==> src/rtl/core/rc4rf_pkg.sv <==
package rc4rf_pkg;

   localparam int BYTE_W        = 8;
   localparam int BOX_DEPTH     = 256;
   localparam int BOX_AW        = 8;
   localparam int KEY_INDEX_W   = 6;
   localparam int KEY_BYTES_DEF = 64;
   localparam int ROT_W         = 3;

   typedef enum logic [1:0] {
      ACT_LOAD_KEY = 2'd0,
      ACT_SCHEDULE = 2'd1,
      ACT_RESTART  = 2'd2,
      ACT_DATA     = 2'd3
   } action_type;

   function automatic logic [BYTE_W-1:0] rotl8(input logic [BYTE_W-1:0] x,
                                               input logic [ROT_W-1:0] r);
      logic [2*BYTE_W-1:0] t;
      t = {x, x} << r;
      return t[2*BYTE_W-1:BYTE_W];
   endfunction

   function automatic logic [BYTE_W-1:0] rotr8(input logic [BYTE_W-1:0] x,
                                               input logic [ROT_W-1:0] r);
      logic [2*BYTE_W-1:0] t;
      t = {x, x} >> r;
      return t[BYTE_W-1:0];
   endfunction

endpackage

==> src/rtl/core/rc4_rotate_feedback_cipher.sv <==
// Channel | Direction | Handshake            | Payload
// csr     | in        | csr_valid/csr_ready  | csr_direction
// req     | in        | req_valid/req_stall  | req_action, req_key_index, req_key_byte,
//         |           |                      | req_data_byte
// rsp     | out       | rsp_valid/rsp_stall  | rsp_out_byte
//
// Key loads and restarts finish when accepted. A data request passes the accept
// state plus four box-memory states (read S[i], read S[j], swap with key read, swap).
// The first data request after a restart first copies the initial box.
// A schedule request fills the initial box, then runs four step states per entry.
// Reset clears the indices, the started flag, the direction and the response slot.
// A pending response does not block new requests; only a second result waits.
module rc4_rotate_feedback_cipher
   import rc4rf_pkg::*;
#(
   parameter int KEY_BYTES = KEY_BYTES_DEF
) (
   input  logic                   clock,
   input  logic                   reset,
   input  logic                   csr_valid,
   output logic                   csr_ready,
   input  logic                   csr_direction,
   input  logic                   req_valid,
   output logic                   req_stall,
   input  logic [1:0]             req_action,
   input  logic [KEY_INDEX_W-1:0] req_key_index,
   input  logic [BYTE_W-1:0]      req_key_byte,
   input  logic [BYTE_W-1:0]      req_data_byte,
   output logic                   rsp_valid,
   input  logic                   rsp_stall,
   output logic [BYTE_W-1:0]      rsp_out_byte
);

   localparam int KEY_AW = (KEY_BYTES > 1) ? $clog2(KEY_BYTES) : 1;

   typedef enum logic [3:0] {
      ST_IDLE,
      ST_SCH_FILL,
      ST_SCH_RD_A,
      ST_SCH_RD_B,
      ST_SCH_WR_N,
      ST_SCH_WR_J,
      ST_COPY,
      ST_COPY_LAST,
      ST_D_RD_I,
      ST_D_RD_J,
      ST_D_SWAP_I,
      ST_D_SWAP_J
   } state_type;

   state_type           state_ff, state_in;
   logic [BOX_AW-1:0]   n_ff, n_in;
   logic [KEY_AW-1:0]   kp_ff, kp_in;
   logic [BYTE_W-1:0]   sch_j_ff, sch_j_in;
   logic [BYTE_W-1:0]   a_ff, a_in;
   logic [BYTE_W-1:0]   b_ff, b_in;
   logic [BYTE_W-1:0]   i_ff, i_in;
   logic [BYTE_W-1:0]   j_ff, j_in;
   logic [BYTE_W-1:0]   data_ff, data_in;
   logic [BYTE_W-1:0]   out_ff, out_in;
   logic                started_ff, started_in;
   logic                dir_ff, dir_in;
   logic                rsp_valid_ff, rsp_valid_in;

   logic                key_we;
   logic [KEY_AW-1:0]   key_waddr;
   logic [BYTE_W-1:0]   key_rdata;
   logic                init_we;
   logic [BOX_AW-1:0]   init_waddr, init_raddr;
   logic [BYTE_W-1:0]   init_wdata, init_rdata;
   logic                work_we;
   logic [BOX_AW-1:0]   work_waddr, work_raddr;
   logic [BYTE_W-1:0]   work_wdata, work_rdata;
   logic                box_we;
   logic                box_rd_work;
   logic [BOX_AW:0]     box_waddr, box_raddr;
   logic [BYTE_W-1:0]   box_wdata, box_rdata;

   logic                req_fire;
   logic                rsp_free;
   logic                key_in_range;
   logic [BYTE_W-1:0]   sch_jn;
   logic [BYTE_W-1:0]   sum_ab;
   logic [BYTE_W-1:0]   k_byte;
   logic [BYTE_W-1:0]   enc_byte;
   logic [BYTE_W-1:0]   dec_byte;

   rc4rf_ram #(.DEPTH(KEY_BYTES), .AW(KEY_AW)) u_key_ram (
      .clock   (clock),
      .wr_en   (key_we),
      .wr_addr (key_waddr),
      .wr_data (req_key_byte),
      .rd_addr (kp_ff),
      .rd_data (key_rdata)
   );

   // The initial box sits in the lower half and the working box in the upper half.
   rc4rf_ram #(.DEPTH(2 * BOX_DEPTH), .AW(BOX_AW + 1)) u_box_ram (
      .clock   (clock),
      .wr_en   (box_we),
      .wr_addr (box_waddr),
      .wr_data (box_wdata),
      .rd_addr (box_raddr),
      .rd_data (box_rdata)
   );

   assign box_rd_work = state_ff inside {ST_D_RD_I, ST_D_RD_J, ST_D_SWAP_I, ST_D_SWAP_J};
   assign box_raddr   = box_rd_work ? {1'b1, work_raddr} : {1'b0, init_raddr};
   assign box_we      = init_we || work_we;
   assign box_waddr   = work_we ? {1'b1, work_waddr} : {1'b0, init_waddr};
   assign box_wdata   = work_we ? work_wdata : init_wdata;
   assign init_rdata  = box_rdata;
   assign work_rdata  = box_rdata;

   assign csr_ready    = 1'b1;
   assign req_stall    = (state_ff != ST_IDLE);
   assign req_fire     = req_valid && !req_stall;
   assign rsp_valid    = rsp_valid_ff;
   assign rsp_out_byte = out_ff;
   assign rsp_free     = !rsp_valid_ff || !rsp_stall;

   assign key_in_range = {{(32-KEY_INDEX_W){1'b0}}, req_key_index} < 32'(KEY_BYTES);
   assign key_waddr    = KEY_AW'(req_key_index);
   assign key_we       = req_fire && (action_type'(req_action) == ACT_LOAD_KEY)
                         && key_in_range;

   assign sch_jn = sch_j_ff + init_rdata + key_rdata;
   assign sum_ab = a_ff + b_ff;

   // The key byte was read while S[i] was being written, so the swapped values are
   // forwarded; S[j] is written last and wins when i and j coincide.
   assign k_byte   = (sum_ab == j_ff) ? a_ff :
                     (sum_ab == i_ff) ? b_ff : work_rdata;
   assign enc_byte = rotl8(data_ff, b_ff[ROT_W-1:0]) ^ k_byte;
   assign dec_byte = rotr8(data_ff ^ k_byte, b_ff[ROT_W-1:0]);

   always_comb begin
      state_in     = state_ff;
      n_in         = n_ff;
      kp_in        = kp_ff;
      sch_j_in     = sch_j_ff;
      a_in         = a_ff;
      b_in         = b_ff;
      i_in         = i_ff;
      j_in         = j_ff;
      data_in      = data_ff;
      out_in       = out_ff;
      started_in   = started_ff;
      dir_in       = csr_valid ? csr_direction : dir_ff;
      rsp_valid_in = rsp_valid_ff && rsp_stall;

      init_we      = 1'b0;
      init_waddr   = n_ff;
      init_wdata   = n_ff;
      init_raddr   = n_ff;
      work_we      = 1'b0;
      work_waddr   = n_ff - 1'b1;
      work_wdata   = init_rdata;
      work_raddr   = i_ff;

      case (state_ff)
         ST_IDLE: begin
            if (req_fire) begin
               data_in = req_data_byte;
               case (action_type'(req_action))
                  ACT_SCHEDULE: begin
                     n_in     = '0;
                     kp_in    = '0;
                     sch_j_in = '0;
                     state_in = ST_SCH_FILL;
                  end
                  ACT_RESTART: begin
                     started_in = 1'b0;
                  end
                  ACT_DATA: begin
                     if (started_ff) begin
                        state_in = ST_D_RD_I;
                     end else begin
                        n_in       = '0;
                        i_in       = '0;
                        j_in       = '0;
                        started_in = 1'b1;
                        state_in   = ST_COPY;
                     end
                  end
                  default: begin
                  end
               endcase
            end
         end
         ST_SCH_FILL: begin
            init_we = 1'b1;
            n_in    = n_ff + 1'b1;
            if (n_ff == BOX_AW'(BOX_DEPTH - 1)) begin
               state_in = ST_SCH_RD_A;
            end
         end
         ST_SCH_RD_A: begin
            state_in = ST_SCH_RD_B;
         end
         ST_SCH_RD_B: begin
            a_in       = init_rdata;
            sch_j_in   = sch_jn;
            init_raddr = sch_jn;
            state_in   = ST_SCH_WR_N;
         end
         ST_SCH_WR_N: begin
            init_we    = 1'b1;
            init_wdata = init_rdata;
            state_in   = ST_SCH_WR_J;
         end
         ST_SCH_WR_J: begin
            init_we    = 1'b1;
            init_waddr = sch_j_ff;
            init_wdata = a_ff;
            n_in       = n_ff + 1'b1;
            kp_in      = (kp_ff == KEY_AW'(KEY_BYTES - 1)) ? '0 : kp_ff + 1'b1;
            state_in   = (n_ff == BOX_AW'(BOX_DEPTH - 1)) ? ST_IDLE : ST_SCH_RD_A;
         end
         ST_COPY: begin
            // Reads run one entry ahead of the writes into the working box.
            work_we = (n_ff != '0);
            n_in    = n_ff + 1'b1;
            if (n_ff == BOX_AW'(BOX_DEPTH - 1)) begin
               state_in = ST_COPY_LAST;
            end
         end
         ST_COPY_LAST: begin
            work_we  = 1'b1;
            state_in = ST_D_RD_I;
         end
         ST_D_RD_I: begin
            work_raddr = i_ff + 1'b1;
            i_in       = i_ff + 1'b1;
            state_in   = ST_D_RD_J;
         end
         ST_D_RD_J: begin
            a_in       = work_rdata;
            j_in       = j_ff + work_rdata;
            work_raddr = j_ff + work_rdata;
            state_in   = ST_D_SWAP_I;
         end
         ST_D_SWAP_I: begin
            b_in       = work_rdata;
            work_we    = 1'b1;
            work_waddr = i_ff;
            work_wdata = work_rdata;
            work_raddr = a_ff + work_rdata;
            state_in   = ST_D_SWAP_J;
         end
         ST_D_SWAP_J: begin
            work_we    = 1'b1;
            work_waddr = j_ff;
            work_wdata = a_ff;
            work_raddr = sum_ab;
            if (rsp_free) begin
               rsp_valid_in = 1'b1;
               out_in       = dir_ff ? dec_byte : enc_byte;
               j_in         = j_ff + (dir_ff ? data_ff : enc_byte);
               state_in     = ST_IDLE;
            end
         end
         default: begin
            state_in = ST_IDLE;
         end
      endcase
   end

   always_ff @(posedge clock) begin
      if (reset) begin
         state_ff     <= ST_IDLE;
         started_ff   <= 1'b0;
         dir_ff       <= 1'b0;
         rsp_valid_ff <= 1'b0;
         i_ff         <= '0;
         j_ff         <= '0;
      end else begin
         state_ff     <= state_in;
         started_ff   <= started_in;
         dir_ff       <= dir_in;
         rsp_valid_ff <= rsp_valid_in;
         i_ff         <= i_in;
         j_ff         <= j_in;
      end
      n_ff     <= n_in;
      kp_ff    <= kp_in;
      sch_j_ff <= sch_j_in;
      a_ff     <= a_in;
      b_ff     <= b_in;
      data_ff  <= data_in;
      out_ff   <= out_in;
   end

endmodule

==> src/rtl/core/rc4rf_ram.sv <==
module rc4rf_ram
   import rc4rf_pkg::*;
#(
   parameter int DEPTH = BOX_DEPTH,
   parameter int AW    = BOX_AW
) (
   input  logic              clock,
   input  logic              wr_en,
   input  logic [AW-1:0]     wr_addr,
   input  logic [BYTE_W-1:0] wr_data,
   input  logic [AW-1:0]     rd_addr,
   output logic [BYTE_W-1:0] rd_data
);

   logic [BYTE_W-1:0] mem_ff [DEPTH];
   logic [BYTE_W-1:0] rd_data_ff;

   // Read returns the entry as it was before a write in the same cycle.
   always_ff @(posedge clock) begin
      if (wr_en) begin
         mem_ff[wr_addr] <= wr_data;
      end
      rd_data_ff <= mem_ff[rd_addr];
   end

   assign rd_data = rd_data_ff;

endmodule

==> config.mk <==
export PLATFORM = sky130hd
export DESIGN_NAME = rc4_rotate_feedback_cipher
export DESIGN_NICKNAME = d
export VERILOG_FILES = /design/src/rtl/core/rc4rf_pkg.sv /design/src/rtl/core/rc4_rotate_feedback_cipher.sv /design/src/rtl/core/rc4rf_ram.sv
export SDC_FILE = /design/constraint.sdc
export NUM_CORES = 2
export LEC_CHECK = 0
export ABC_AREA = 0
export BUFFER_PORTS_ARGS = -buffer_cell sky130_fd_sc_hd__buf_2
export CELL_PAD_IN_SITES_DETAIL_PLACEMENT = 1
export CELL_PAD_IN_SITES_GLOBAL_PLACEMENT = 1
export CORE_MARGIN = 10
export CORE_UTILIZATION = 25
export DETAILED_ROUTE_END_ITERATION = 12
export PLACE_DENSITY_LB_ADDON = 0.15
export SKIP_LAST_GASP = 1
export SLEW_MARGIN = 10
export SYNTH_ARGS = -nofsm -noshare
export SYNTH_HDL_FRONTEND = slang
export SYNTH_MEMORY_MAX_BITS = 65536
export SYNTH_SLANG_ARGS = --single-unit
export TNS_END_PERCENT = 100
==> constraint.sdc <==
create_clock -name clock -period 58.6 [get_ports clock]
set_clock_uncertainty 0.2 [all_clocks]
set_input_delay 17.58 -clock clock [delete_from_list [all_inputs] [get_ports clock]]
set_output_delay 17.58 -clock clock [all_outputs]
set_load 0.02 [all_outputs]
# After elaboration in Yosys (flattened, before gate mapping)
# Memories as Yosys holds them, arrays and structs flattened. A register that Yosys moved wholly into a read port is not among the register bits.
# Index checks and enable logic that the tools add are counted.
# word_totals
memories	2
ff_bits	77
ramBits	4608
inputBits	30
elab_cells	134
output_inout_bits	11
# memory_table
name	depth	width	read_ports	rd_clocked_by_memory_dff	wr	line	source
u_box_ram.mem_ff	512	8	1	1	1	rc4rf_ram.sv:15	logic [BYTE_W-1:0] mem_ff [DEPTH];
u_key_ram.mem_ff	64	8	1	1	1	rc4rf_ram.sv:15	
# classes
shift	2
reduce_logical	32
bitwise	2
n_mux	46
eq_ne	27
add_sub_neg	10
# op_table
operator	n
$mux W8	15
$pmux W8 S2	6
$add A8 B8 Y8	6
$pmux W4 S12	1
$pmux W8 S4	1
$pmux W8 S3	1
$mux W4	5
$mux W6	3
$mux W9	2
$add A8 B1 Y8 const B	2
$eq A4 B3 Y1 const B	4
$eq A4 B4 Y1 const B	4
$eq A8 B8 Y1	2
$shl A16 B3 Y16	1
$shr A16 B3 Y8	1
$xor A8 B8 Y8	2
$pmux W6 S2	1
$ne A2 B2 Y1 const B	5
$reduce_and A5 Y1	2
$reduce_bool A2 Y1	5
$reduce_and A3 Y1	3
$reduce_or A3 Y1	3
$eq A4 B2 Y1 const B	2
$eq A8 B8 Y1 const B	1
24 further kinds	41

# Logic depth before layout (Yosys ltp)
# logic_depth
word_depth	9
depth_mapped	27
mapped_depth_nobuf	24

# Hierarchy
# A second synthesis with hierarchy kept.
# unflattened
cells_unflattened	9828
area_unflattened_um2	187504.8
# by_module_without_submodules
module	seq_area_each_um2	instances	cells_per_inst	area_each_um2
rc4rf_ram (u_box_ram)	123158.1	1	8030	159927.1
rc4rf_ram (u_key_ram)	15534.9	1	940	20166.8
rc4_rotate_feedback_cipher	2082.0	1	858	7410.9

# Worst setup path after synthesis
# No wires, ideal clock.
# synth_timing
path_kind	register to register
from	register n_ff[0]
to	memory u_box_ram.mem_ff[0][1] (data pin)
t_required_ps	54232
arrival_time_ps	21653
path_stages_with_launch	11
slack_ps	32579
synth_period_minus_slack_ps	26021
cell_sequence	edfxtp_1 -> clkbuf_1 -> inv_1 -> ha_1 -> nor4b_1 -> a21oi_1 -> o21ai_0 -> clkbuf_1 -> clkbuf_1 -> buf_2 -> o21ai_0
# synth_via
elab_chain_cells	3
# synth_lines
element	line	source
start, declared	rc4_rotate_feedback_cipher.sv:52	logic [BOX_AW-1:0] n_ff, n_in;
start signal, assigned	rc4_rotate_feedback_cipher.sv:285	n_ff <= n_in;
$reduce_bool A8 Y1	rc4_rotate_feedback_cipher.sv:222	work_we = (n_ff != '0);
$pmux W1 S2	rc4_rotate_feedback_cipher.sv:161	case (state_ff)
$mux W8	rc4_rotate_feedback_cipher.sv:111	assign box_wdata = work_we ? work_wdata : init_wdata;
net box_wdata[1]	rc4_rotate_feedback_cipher.sv:77	logic [BYTE_W-1:0] box_wdata, box_rdata;
end, declared	rc4rf_ram.sv:15	
# The timed path passes the listed nets, and every way through them passes these cells.

# Worst setup path in the final report
# layout_timing
from	register state_ff[3]
to	output req_stall
# layout_via
elab_chain_cells	1
# layout_lines
element	line	source
start, declared	rc4_rotate_feedback_cipher.sv:51	state_type state_ff, state_in;
start signal, assigned	rc4_rotate_feedback_cipher.sv:278	state_ff <= state_in;
$reduce_bool A4 Y1	rc4_rotate_feedback_cipher.sv:116	assign req_stall = (state_ff != ST_IDLE);
end, declared	rc4_rotate_feedback_cipher.sv:24	output logic req_stall,
# No other way between the ends.

==> impl_metrics.env <==
export IMPL_async_reset_ff_frac=0
export IMPL_synthMuxAreaShare=0.114
export IMPL_first_global_vias=111000
export IMPL_die_w_um=890
export IMPL_netlist_area_sq_um=189000
export IMPL_overflow=0
export IMPL_maxSlewViolCount=0
export IMPL_ys_seq_elements=4701
export IMPL_min_to="rsp_valid"
export IMPL_clk_latency_ps=1090
export IMPL_synth_warnings=0
export IMPL_numCtsBuffers=553
export IMPL_synthMostInstantiatedCell="edfxtp_1"
export IMPL_nFillCells=77800
export IMPL_area_growth_pct=15.8
export IMPL_finalCritPeriodShare=0.349
export IMPL_io_pins=41
export IMPL_synth_edff_count=4662
export IMPL_core_area_sq_um=754000
export IMPL_rsz0062_at_grt="false"
export IMPL_synth_distinct_cells=100
export IMPL_cts_path_max_buffers=4
export IMPL_start_util=0.251
export IMPL_synthTopCellsByCount="edfxtp_1 (4662), nand2_1 (1365), nor2_1 (1153), mux4_2 (841), nand3_1 (568)"
export IMPL_finalCriticalPeriod_ps=20470
export IMPL_antenna_found_initial=58
export IMPL_nets=11400
export IMPL_drt_total_wl_um=687000
export IMPL_multi_input_area_sq_um=45100
export IMPL_total_power_mw=11.4
export IMPL_cts_tree="yes"
export IMPL_htree_num_levels=6
export IMPL_ant_nets=0
export IMPL_tightest_slew_ps=1260
export IMPL_setup_ws_ps=38130
export IMPL_cp_max_fo=19
export IMPL_setup_tns_ps=0
export IMPL_yosys_area_top_type_share=0.741
export IMPL_holdWs_ps=343
export IMPL_seqCellArea_sq_um=141000
export IMPL_min_path_type="flop to flop"
export IMPL_syn_inst=11200
export IMPL_clockRootBuffer="clkbuf_16"
export IMPL_maxSlewHeadroom=0.152
export IMPL_place_ws_ps=37270
export IMPL_cap_violations=0
export IMPL_critPathRequiredTime_ps=40820
export IMPL_fp_dieH_um=890
export IMPL_synth_top_family_by_area="multiplexers"
export IMPL_layout_cells_non_filler=21700
export IMPL_worstSetupPathType="flop to primary output"
export IMPL_grt_max_degree=179
export IMPL_powerDensity_nw_per_um2=52.2
export IMPL_synth_compound_area_frac=0.0364
export IMPL_reg2reg_to="u_box_ram.rd_data[0]"
export IMPL_crit_path_start="state_ff[3]"
export IMPL_status="finished clean"
export IMPL_path_clk_slew_ps=50
export IMPL_start_kind="flop"
export IMPL_finalHoldViolations=0
export IMPL_reg2reg_depth=16
export IMPL_drive_above_1_share=0.177
export IMPL_place_hpwl_um=422000
export IMPL_num_rows=319
export IMPL_synth_area_leader_cell="edfxtp_1"
export IMPL_place_inst=20700
export IMPL_synth_simple_gate_area_frac=0.0778
export IMPL_io_buffers=39
export IMPL_drt_first_pass_iters=5
export IMPL_holdPathStages=2
export IMPL_syn_avg_cell_area_sq_um=17.0
export IMPL_ir_drop_mv=0.0559
export IMPL_endpoint_kind="primary output"
export IMPL_drtIter0Drc=9483
export IMPL_reg2reg_slack_ps=48770
export IMPL_wl_per_cell_um=31.6
export IMPL_ys_flop_type="edfxtp_1"
export IMPL_vias=105000
export IMPL_r2r_start="b_ff[0]"
export IMPL_leakage_nw=68.5
export IMPL_synthXorXnorAreaFrac=0.00376
export IMPL_post_cts_setup_buffer_count=0
export IMPL_yosysSeqAreaShare=0.745
export IMPL_syn_nets=11200
export IMPL_setup_violations=0
export IMPL_drc=0
export IMPL_hold_buffers=0
export IMPL_synthAdderAreaFrac=0.00385
export IMPL_die_area_sq_um=791000
export IMPL_cts_sinks=4701
export IMPL_fmax_mhz=48.8
export IMPL_ctsResizeCount=0
export IMPL_grt_pass1_wl_um=946000
export IMPL_vias_per_cell=4.83
export IMPL_arrival_ps=2690
export IMPL_place_gp_congestion=0.776
export IMPL_hp_start="rsp_valid"
export IMPL_grt_usage=0.168
export IMPL_synthTopCellsByArea="edfxtp_1 (74%), mux4_2 (10%), nand2_1 (2.7%), nor2_1 (2.3%), nand3_1 (1.5%)"
==> power by group <==
group | total [mW] | switching (mW) | internal (mW)
logic | 3.85 | 2.82 | 1.02
clock network | 3.37 | 1.44 | 1.92
registers | 4.21 | 0.0224 | 4.18
==> stage by stage <==
step / utilization / area [sq um]
6_report: 0.290 / 219000
5_1_grt: 0.290 / 219000
4_1_cts: 0.290 / 219000
3_5_place_dp: 0.267 / 201000
3_3_place_gp: 0.267 / 201000
2_1_floorplan: - / 189000
==> layer usage <==
metal / vias up / routed length, um / track usage
met2: 2572 / 334000 / 0.284
met4: 0 / 17600 / 0.0413
met3: 788 / 29100 / 0.0201
met5: - / 0 / 0
met1: 57600 / 307000 / 0.231
li1: 44200 / - / -
==> cells by family (layout without fill, tap and decap cells) <==
logic type               Yosys count  count (layout)
AO/OA/AOI/OAI                   1029            1029
XOR/XNOR                          73              73
adder cells (fa/ha/maj)           51              51
buffers and inverters            744            1372
flip-flops                      4701            4701
multiplexers                    1093            1093
other                              1              20
AND/OR/NAND/NOR                 3459            3459
==> how the worst max path moves through the flow <==
stage,to,slack (ps),cells after the start
2_1_floorplan,u_box_ram.mem_ff[0][1],32580,10
4_1_cts,req_stall,38030,3
3_5_place_dp,u_key_ram.mem_ff[58][3],37270,4
3_3_place_gp,u_key_ram.mem_ff[58][2],37360,4
6_report,req_stall,38130,3
5_1_grt,req_stall,37970,3
==> cell usage in the layout (no fill, tap or decap), types with 38 or more instances in the layout <==
cell type and n:
clkinv_2 82, o22ai_1 41, a311oi_1 82, nand3_1 568, a211oi_1 38, xnor2_1 40
edfxtp_1 4662, a22oi_1 72, dfxtp_1 38, clkbuf_16 558, and3_1 110, a31oi_1 76
mux4_2 841, o21ai_0 200, o21ai_1 48, nor3_1 51, nor2_1 1130, nand4_1 43
buf_4 308, a32oi_1 49, clkbuf_1 110, nand2_1 1347, clkinv_1 118, a21oi_1 195
mux2i_1 243, ha_1 39
==> worst max-delay path, stage by stage (launching register included) <==
cell and delay (ps):
dfxtp_1 590, nor4_1 640, inv_1 180, buf_2 200
==> registers in the layout, summed over array words and instances, names as in the netlist <==
signal             flops
u_box_ram.mem_ff    4096
u_key_ram.mem_ff     512
a_ff                   8
b_ff                   8
data_ff                8
i_ff                   8
j_ff                   8
n_ff                   8
rsp_out_byte           8
sch_j_ff               8
u_box_ram.rd_data      8
u_key_ram.rd_data      8
kp_ff                  6
state_ff               4
dir_ff                 1
rsp_valid              1
started_ff             1
==> area by class of cell <==
class                      count  area share
inverter                      28    0.000480
multi-input combinational   5706       0.206
antenna                       19    0.000217
sequential                  4701       0.643
tap                         9951      0.0569
clock buffer                 673      0.0660
timing repair buffer         365      0.0136
clock inverter               306      0.0139
No activity file was read; power rests on OpenSTA's default activity.
